[src/design/tla_pkg.sv]
// Shared types, codes and constants for the turn lamp arbiter.
// Used by tla_core and turn_lamp_arbiter_with_status; no dependencies.
`timescale 1ns / 1ps
`default_nettype none

package tla_pkg;

	// Configuration register indexes
	localparam logic [1:0] REG_FRAME_ID     = 2'd0;
	localparam logic [1:0] REG_BLINK_HALF   = 2'd1;
	localparam logic [1:0] REG_STATUS_PER   = 2'd2;

	localparam int CFG_W      = 11;
	localparam int IN_TDATA_W = 24;
	localparam int OUT_TDATA_W = 16;

	localparam logic [10:0] FRAME_ID_RST     = 11'd256;
	localparam logic [9:0]  BLINK_HALF_RST   = 10'd100;
	localparam logic [9:0]  STATUS_PER_RST   = 10'd20;

	// Turn command codes
	localparam logic [1:0] TURN_OFF    = 2'd0;
	localparam logic [1:0] TURN_LEFT   = 2'd1;
	localparam logic [1:0] TURN_RIGHT  = 2'd2;
	localparam logic [1:0] TURN_HAZARD = 2'd3;

	// Active lamp codes
	localparam logic [1:0] LAMP_NONE = 2'd0;
	localparam logic [1:0] LAMP_POS  = 2'd1;
	localparam logic [1:0] LAMP_TURN = 2'd2;

	// Turn status codes in the status frame
	localparam logic [1:0] TSTAT_IDLE = 2'd0;
	localparam logic [1:0] TSTAT_LIT  = 2'd1;
	localparam logic [1:0] TSTAT_DARK = 2'd2;

	typedef struct packed {
		logic        slot_free;
		logic [7:0]  frame_byte;
		logic [10:0] frame_id;
		logic        frame_valid;
		logic        click;
	} item_t;

	typedef struct packed {
		logic [3:0] status_byte1;
		logic [4:0] status_byte0;
		logic       status_sent;
		logic [1:0] active_lamp;
		logic       pos_lamp_on;
		logic       turn_lamp_on;
	} result_t;

	typedef struct packed {
		logic [1:0] turn_cmd;
		logic       pos_cmd;
		logic [9:0] blink_ticks;
		logic       blink_phase;
		logic [9:0] status_ticks;
		logic [3:0] rolling_count;
	} state_t;

	typedef struct packed {
		logic [10:0] frame_id;
		logic [9:0]  blink_half;
		logic [9:0]  status_per;
	} cfg_t;

endpackage

`default_nettype wire

[src/design/tla_core.sv]
// Per-tick logic: command update, lamp arbitration and status frame build.
// Purely combinational; depends on tla_pkg.
`timescale 1ns / 1ps
`default_nettype none

module tla_core
	import tla_pkg::*;
(
	input  wire item_t   item,
	input  wire state_t  st,
	input  wire cfg_t    cfg,
	output state_t       st_nxt,
	output result_t      res
);

	logic [1:0] turn;
	logic       pos;
	logic [9:0] bt;
	logic       phase;
	logic [9:0] stt;
	logic       turn_lamp;
	logic       pos_lamp;
	logic [1:0] active;
	logic [1:0] tstat;
	logic       sent;

	always_comb begin
		turn = st.turn_cmd;
		pos  = st.pos_cmd;
		if (item.click) begin
			unique case (st.turn_cmd)
				TURN_OFF:   turn = TURN_RIGHT;
				TURN_RIGHT: turn = TURN_HAZARD;
				default:    turn = TURN_OFF;
			endcase
		end
		// frame applied after the click, so it wins
		if (item.frame_valid && item.frame_id == cfg.frame_id) begin
			turn = item.frame_byte[1:0];
			pos  = item.frame_byte[2];
		end

		if (turn == TURN_RIGHT || turn == TURN_HAZARD) begin
			bt    = st.blink_ticks + 10'd1;
			phase = st.blink_phase;
			if (bt >= cfg.blink_half) begin
				bt    = '0;
				phase = ~phase;
			end
			turn_lamp = phase;
			pos_lamp  = 1'b0;
			active    = LAMP_TURN;
		end else begin
			bt        = '0;
			phase     = 1'b0;
			turn_lamp = 1'b0;
			pos_lamp  = pos;
			active    = pos ? LAMP_POS : LAMP_NONE;
		end

		stt  = st.status_ticks + 10'd1;
		sent = 1'b0;
		if (stt >= cfg.status_per) begin
			stt  = '0;
			sent = item.slot_free;
		end

		if (active == LAMP_TURN) begin
			tstat = turn_lamp ? TSTAT_LIT : TSTAT_DARK;
		end else begin
			tstat = TSTAT_IDLE;
		end

		st_nxt.turn_cmd      = turn;
		st_nxt.pos_cmd       = pos;
		st_nxt.blink_ticks   = bt;
		st_nxt.blink_phase   = phase;
		st_nxt.status_ticks  = stt;
		st_nxt.rolling_count = sent ? st.rolling_count + 4'd1 : st.rolling_count;

		res.turn_lamp_on = turn_lamp;
		res.pos_lamp_on  = pos_lamp;
		res.active_lamp  = active;
		res.status_sent  = sent;
		res.status_byte0 = sent ? {active, pos_lamp, tstat} : 5'd0;
		res.status_byte1 = sent ? st.rolling_count : 4'd0;
	end

endmodule

`default_nettype wire

[src/design/turn_lamp_arbiter_with_status.sv]
// Top level of the turn lamp arbiter: stream ports, config registers, tick state.
// Depends on tla_pkg and tla_core.
`timescale 1ns / 1ps
`default_nettype none

// Each input transfer is one service tick and yields exactly one output transfer.
// The block takes one tick every clock cycle while its output is not stalled; a tick
// passes an input register and then a result register, and its result is offered
// on the output from the result register. The
// tick state (commands, blink and status timers, rolling counter) is updated in
// the same cycle the input register hands its tick to the result register, so a
// stalled output stops intake only once both registers are full. Configuration
// registers may be written only while no tick is in flight.
module turn_lamp_arbiter_with_status
	import tla_pkg::*;
(
	input  wire                   clk,
	input  wire                   arst_n,
	input  wire                   cfg_wen,
	input  wire [1:0]             cfg_index,
	input  wire [CFG_W-1:0]       cfg_wdata,
	input  wire                   s_axis_tvalid,
	output logic                  s_axis_tready,
	// [0] click, [1] frame_valid, [12:2] frame_id, [20:13] frame_byte,
	// [21] slot_free, [23:22] zero
	input  wire [IN_TDATA_W-1:0]  s_axis_tdata,
	output logic                  m_axis_tvalid,
	input  wire                   m_axis_tready,
	// [0] turn_lamp_on, [1] pos_lamp_on, [3:2] active_lamp, [4] status_sent,
	// [9:5] status_byte0, [13:10] status_byte1, [15:14] zero
	output logic [OUT_TDATA_W-1:0] m_axis_tdata
);

	cfg_t    cfg_q;
	state_t  state_q;
	state_t  state_nxt;
	item_t   item_s1;
	logic    valid_s1;
	result_t result_s2;
	result_t result_nxt;
	logic    valid_s2;
	logic    adv_s1;

	always_ff @(posedge clk or negedge arst_n) begin
		if (!arst_n) begin
			cfg_q.frame_id   <= FRAME_ID_RST;
			cfg_q.blink_half <= BLINK_HALF_RST;
			cfg_q.status_per <= STATUS_PER_RST;
		end else if (cfg_wen) begin
			unique case (cfg_index)
				REG_FRAME_ID:   cfg_q.frame_id   <= cfg_wdata;
				REG_BLINK_HALF: cfg_q.blink_half <= cfg_wdata[9:0];
				REG_STATUS_PER: cfg_q.status_per <= cfg_wdata[9:0];
				default: ;
			endcase
		end
	end

	// result register frees when empty or being taken
	assign adv_s1        = valid_s1 && (!valid_s2 || m_axis_tready);
	assign s_axis_tready = !valid_s1 || adv_s1;

	always_ff @(posedge clk or negedge arst_n) begin
		if (!arst_n) begin
			valid_s1 <= 1'b0;
		end else if (s_axis_tready) begin
			valid_s1 <= s_axis_tvalid;
		end
	end

	always_ff @(posedge clk) begin
		if (s_axis_tready && s_axis_tvalid) begin
			item_s1 <= item_t'(s_axis_tdata[$bits(item_t)-1:0]);
		end
	end

	tla_core u_core (
		.item   (item_s1),
		.st     (state_q),
		.cfg    (cfg_q),
		.st_nxt (state_nxt),
		.res    (result_nxt)
	);

	always_ff @(posedge clk or negedge arst_n) begin
		if (!arst_n) begin
			state_q  <= '0;
			valid_s2 <= 1'b0;
		end else begin
			if (adv_s1) begin
				state_q <= state_nxt;
			end
			if (adv_s1) begin
				valid_s2 <= 1'b1;
			end else if (m_axis_tready) begin
				valid_s2 <= 1'b0;
			end
		end
	end

	always_ff @(posedge clk) begin
		if (adv_s1) begin
			result_s2 <= result_nxt;
		end
	end

	assign m_axis_tvalid = valid_s2;
	assign m_axis_tdata  = {{(OUT_TDATA_W - $bits(result_t)){1'b0}}, result_s2};

	// A lit turn lamp means the turn lamp owns the output
	a_turn_owner: assert property (@(posedge clk) disable iff (!arst_n)
		(valid_s2 && result_s2.turn_lamp_on) |-> (result_s2.active_lamp == LAMP_TURN))
		else $error("turn lamp lit without turn priority");

	// Position lamp is forced off while the turn lamp has priority
	a_pos_forced: assert property (@(posedge clk) disable iff (!arst_n)
		(valid_s2 && result_s2.pos_lamp_on) |-> (result_s2.active_lamp == LAMP_POS))
		else $error("position lamp lit against arbitration");

	// Status bytes stay clear when no frame goes out
	a_status_clear: assert property (@(posedge clk) disable iff (!arst_n)
		(valid_s2 && !result_s2.status_sent)
			|-> (result_s2.status_byte0 == 5'd0 && result_s2.status_byte1 == 4'd0))
		else $error("status bytes set without a status frame");

	// Rolling counter moves only with a sent status frame
	a_roll_hold: assert property (@(posedge clk) disable iff (!arst_n)
		!(adv_s1 && result_nxt.status_sent) |=> $stable(state_q.rolling_count))
		else $error("rolling counter moved without a status frame");

endmodule

`default_nettype wire
[config.mk]
export PLATFORM = sky130hd
export DESIGN_NAME = turn_lamp_arbiter_with_status
export DESIGN_NICKNAME = d
export VERILOG_FILES = /design/src/design/tla_pkg.sv /design/src/design/tla_core.sv /design/src/design/turn_lamp_arbiter_with_status.sv
export SDC_FILE = /design/constraint.sdc
export NUM_CORES = 1
export LEC_CHECK = 0
export BUFFER_PORTS_ARGS = -buffer_cell sky130_fd_sc_hd__buf_2
export CAP_MARGIN = 20
export CORE_MARGIN = 5
export CORE_UTILIZATION = 55
export CTS_BUF_LIST = sky130_fd_sc_hd__clkbuf_8
export CTS_CLUSTER_DIAMETER = 100
export CTS_CLUSTER_SIZE = 12
export DETAILED_ROUTE_END_ITERATION = 10
export PLACE_DENSITY_LB_ADDON = 0.08
export SYNTH_ARGS = -nofsm -noshare
export SYNTH_HDL_FRONTEND = slang
export SYNTH_SLANG_ARGS = --single-unit
export TNS_END_PERCENT = 50
[constraint.sdc]
create_clock -name clk -period 8.4 [get_ports clk]
set_input_delay 0.42 -clock clk [delete_from_list [all_inputs] [get_ports clk]]
set_output_delay 0.42 -clock clk [all_outputs]
set_load 0.02 [all_outputs]
==> flow_summary.ini <==
[floorplanning]
design.die.area_mm2 = 0.00973
core_area_mm2 = 0.00769
num_rows = 32
initial_core_util_pct = 56.2
die-height_um = 98.7
floorplan.die.width_um = 98.7
io_pins = 60

[logic_synthesis]
synth_cells = 351
ys_seq_elements = 90
synth_warnings = 0
yosys.area.top_type_share_pct = 31.8
avgSynthCellArea_um2 = 12.3
yosys.area.top_type = sky130_fd_sc_hd__dfrtp_1
synth_edf_count = 29
synthTopCellsByArea = sky130_fd_sc_hd__dfrtp_1, sky130_fd_sc_hd__edfxtp_1, sky130_fd_sc_hd__mux2_2
sequential_element_share_of_the_synthesized_area_pct = 55.6
area_of_the_mapped_netlist_mm2 = 0.00432
yosys.cell_types.count = 42
synth_async_sr_flop_share_pct = 67.8
postSynth.topFlopCell = sky130_fd_sc_hd__dfrtp_1

[cts]
cts.root.buffer_cell = sky130_fd_sc_hd__clkbuf_8
cts_resized = 0
max-clock-path-buffers = 2
cts_hold_buf = 0
post-cts-setup-buffers = 0
cts_num_sinks = 90
worst_skew_pair.late_latency_ns = 0.36
h-tree-depth = 3
clk_slew_on_worst_s_h_paths_ns = 0.09
tritoncts = done
tritoncts.num_buffers = 9

[sta]
final-max-slew-violation-count = 0
clock-skew-final_ns = 0.0129
final.period_utilization_pct = 37.8
fin_tns_setup_ns = 0
finalSetupViolCount = 0
setup_slack_ns = 5.22
finalCriticalPeriod_ns = 3.18
worst_slew_margin_rel_pct = 48.5
rsz0062_at_grt = false
max_clock_freq_mhz = 315
finalHoldViolCount = 0
worst_slew_pin_slew_ns = 0.773

[detailed_routing]
wire_per_inst_um = 14.6
initialDrtViolationCount = 105
final_antenna_net_count = 0
detail_route.drc_violations = 0
drt_pre_antenna_iters = 4
vias_per_cell = 5.29
wl_um = 7520
via_count = 2721

[run_status]
run_status = finished, final reports clean

[power]
post-layout-total-power_mw = 1.14
switching_share_pct = 30.4
combinational_group_share_of_total_power_pct = 23.0
internal-power_mw = 0.794
power_switching_mw = 0.347
clock_power_share_pct = 25.5
power_per_cell_area_mw_per_mm2 = 234
power_frac_seq_pct = 51.5
ir_drop_v = 0.000128
static-leakage-power_nw = 2.28

[place]
global_placer_s_final_weighted_congestion = 0.772
port_buffers = 50
dp_hpwl_um = 5470
preCtsSetupSlack_ns = 5.22

[setup_path]
timing.critical_path.to_type = register
timing.reg2reg.setup_slack_ns = 5.22
worst_ep_required_time_ns = 8.51
reg2regPathDepth = 12
path_class = register to register
path_max_fanout = 7
worstPathArrival_ns = 3.29
critPathLaunchType = register
reg2reg_from = state_q[15]
worstReg2RegEnd = m_axis_tdata[6]

[worst_hold_path]
hold_class = input pin to asynchronous set/reset pin

[global_routing]
grt_pass1_wl_um = 13000
grt_max_degree = 62
global_route.overflow_total = 0
number_of_antenna_violations_at_the_first_check_in_global_routing = 0
grt_use_total_pct = 16.8
grt_pass1_vias = 2783

[cells_and_area]
postLayoutCoreUtil_pct = 63.5
number_of_nets_in_the_final_layout = 472
final_layout_size_suffix_gt1_share_pct = 28.2
areaGrowthSynthToFinish_pct = 12.9
inserted_diodes = 0

[run]
maxCapViolations = 0
## cells by family after synthesis
group	Yosys count	synth area share, %
adder cells (fa/ha/maj)	23	6.66
buffers and inverters	34	3.30
other	1	0.0867
AO/OA/AOI/OAI	48	7.41
XOR/XNOR	31	6.28
multiplexers	36	9.44
flip-flops	90	55.6
AND/OR/NAND/NOR	88	11.2
## power by group through the flow
| stage | Clock (mW) | Sequential (mW) | Combinational (mW) |
|---|---|---|---|
| floorplan | 0 | 0.589 | 0.196 |
| global placement | 0 | 0.592 | 0.258 |
| detailed placement | 0 | 0.596 | 0.268 |
| CTS | 0.299 | 0.588 | 0.269 |
| global route | 0.319 | 0.600 | 0.308 |
| finish | 0.291 | 0.588 | 0.263 |
## synthesized netlist by cell type, types with 2 or more instances
| cell type | count |
|---|---|
| sky130_fd_sc_hd__a211oi_1 | 2 |
| sky130_fd_sc_hd__a21o_1 | 6 |
| sky130_fd_sc_hd__a21oi_1 | 8 |
| sky130_fd_sc_hd__a22o_1 | 9 |
| sky130_fd_sc_hd__a31oi_1 | 2 |
| sky130_fd_sc_hd__and2_1 | 2 |
| sky130_fd_sc_hd__and3_1 | 13 |
| sky130_fd_sc_hd__and4_1 | 3 |
| sky130_fd_sc_hd__buf_4 | 4 |
| sky130_fd_sc_hd__clkbuf_1 | 7 |
| sky130_fd_sc_hd__dfrtp_1 | 55 |
| sky130_fd_sc_hd__dfstp_2 | 6 |
| sky130_fd_sc_hd__edfxtp_1 | 29 |
| sky130_fd_sc_hd__ha_1 | 23 |
| sky130_fd_sc_hd__inv_1 | 22 |
| sky130_fd_sc_hd__mux2_2 | 35 |
| sky130_fd_sc_hd__nand2_1 | 26 |
| sky130_fd_sc_hd__nand2b_1 | 6 |
| sky130_fd_sc_hd__nand3_1 | 9 |
| sky130_fd_sc_hd__nand3b_1 | 5 |
| sky130_fd_sc_hd__nand4_1 | 5 |
| sky130_fd_sc_hd__nor2_1 | 9 |
| sky130_fd_sc_hd__nor3_1 | 2 |
| sky130_fd_sc_hd__nor3_4 | 2 |
| sky130_fd_sc_hd__o21ai_0 | 12 |
| sky130_fd_sc_hd__o31ai_1 | 3 |
| sky130_fd_sc_hd__or3_1 | 2 |
| sky130_fd_sc_hd__xnor2_1 | 24 |
| sky130_fd_sc_hd__xor2_1 | 7 |
## routing by layer
metal	part of all wire, %	routed length (µm)	global-route usage, %
met5	0	0	0
met4	2.6	193	8.09
met3	3.6	268	2.90
met2	47	3540	25.9
met1	47	3520	23.0
## sequential cells by signal, indices dropped and copies added (netlist names)
name / cells
valid_s1: 1
m_axis_tdata: 12
m_axis_tvalid: 1
cfg_q: 31
item_s1: 17
state_q: 28
## worst max-delay path by stage
stage / from / to / slack [ns]
2_1_floorplan: state_q[6] / m_axis_tdata[10] / 5.48
3_3_place_gp: state_q[6] / m_axis_tdata[6] / 5.26
3_5_place_dp: state_q[15] / m_axis_tdata[6] / 5.22
4_1_cts: state_q[6] / m_axis_tdata[6] / 5.20
5_1_grt: state_q[6] / m_axis_tdata[6] / 4.96
6_report: state_q[15] / m_axis_tdata[6] / 5.22
## area by class of cell
| cell class | count | area [µm²] |
|---|---|---|
| Tap cell | 102 | 128 |
| Sequential cell | 90 | 2400 |
| Clock inverter | 7 | 70.1 |
| Fill cell | 643 | 2810 |
| Inverter | 23 | 86.3 |
| Timing Repair Buffer | 55 | 288 |
| Clock buffer | 9 | 124 |
| Multi-Input combinational cell | 228 | 1780 |
## metrics by stage
step | area, µm² | hold WS, ns | instances
finish | 4880 | 0.204 | 514
global route | 4880 | 0.218 | 514
CTS | 4880 | 0.218 | 514
detailed placement | 4690 | 0.460 | 498
global placement | 4690 | 0.454 | 498
floorplan | 4330 | 0.124 | 352
## worst max-delay path, cell delays in order (launching register included)
cell and delay [ns]:
sky130_fd_sc_hd__dfrtp_1 0.43, sky130_fd_sc_hd__ha_1 0.26, sky130_fd_sc_hd__nand3_1 0.13, sky130_fd_sc_hd__or2_2 0.36
sky130_fd_sc_hd__nor2_1 0.15, sky130_fd_sc_hd__xor2_1 0.22, sky130_fd_sc_hd__ha_1 0.27, sky130_fd_sc_hd__and4_1 0.21
sky130_fd_sc_hd__nand2_1 0.06, sky130_fd_sc_hd__nor2_1 0.03, sky130_fd_sc_hd__a211o_1 0.40, sky130_fd_sc_hd__xnor2_1 0.20
sky130_fd_sc_hd__and3_1 0.20
## cells in the final DEF (no fill, tap or decap), types with 2 or more instances in the layout
cell / n
sky130_fd_sc_hd__a22o_1: 9
sky130_fd_sc_hd__nand3_1: 9
sky130_fd_sc_hd__and2_1: 2
sky130_fd_sc_hd__and3_1: 13
sky130_fd_sc_hd__a211oi_1: 2
sky130_fd_sc_hd__nand4_1: 5
sky130_fd_sc_hd__nand2b_1: 6
sky130_fd_sc_hd__nand3b_1: 5
sky130_fd_sc_hd__and4_1: 3
sky130_fd_sc_hd__nand2_1: 26
sky130_fd_sc_hd__dfstp_2: 6
sky130_fd_sc_hd__clkinv_4: 2
sky130_fd_sc_hd__mux2_2: 35
sky130_fd_sc_hd__a21oi_1: 8
sky130_fd_sc_hd__conb_1: 2
sky130_fd_sc_hd__buf_4: 5
sky130_fd_sc_hd__clkbuf_8: 9
sky130_fd_sc_hd__edfxtp_1: 29
sky130_fd_sc_hd__nor3_4: 2
sky130_fd_sc_hd__o21ai_0: 12
sky130_fd_sc_hd__o31ai_1: 3
sky130_fd_sc_hd__xor2_1: 7
sky130_fd_sc_hd__dfrtp_1: 55
sky130_fd_sc_hd__nor2_1: 9
sky130_fd_sc_hd__a31oi_1: 2
sky130_fd_sc_hd__ha_1: 23
sky130_fd_sc_hd__clkinv_2: 3
sky130_fd_sc_hd__xnor2_1: 24
sky130_fd_sc_hd__a21o_1: 6
sky130_fd_sc_hd__inv_1: 22
sky130_fd_sc_hd__nor3_1: 2
sky130_fd_sc_hd__or3_1: 2
sky130_fd_sc_hd__buf_2: 50
(Power assumes the default switching activity.)
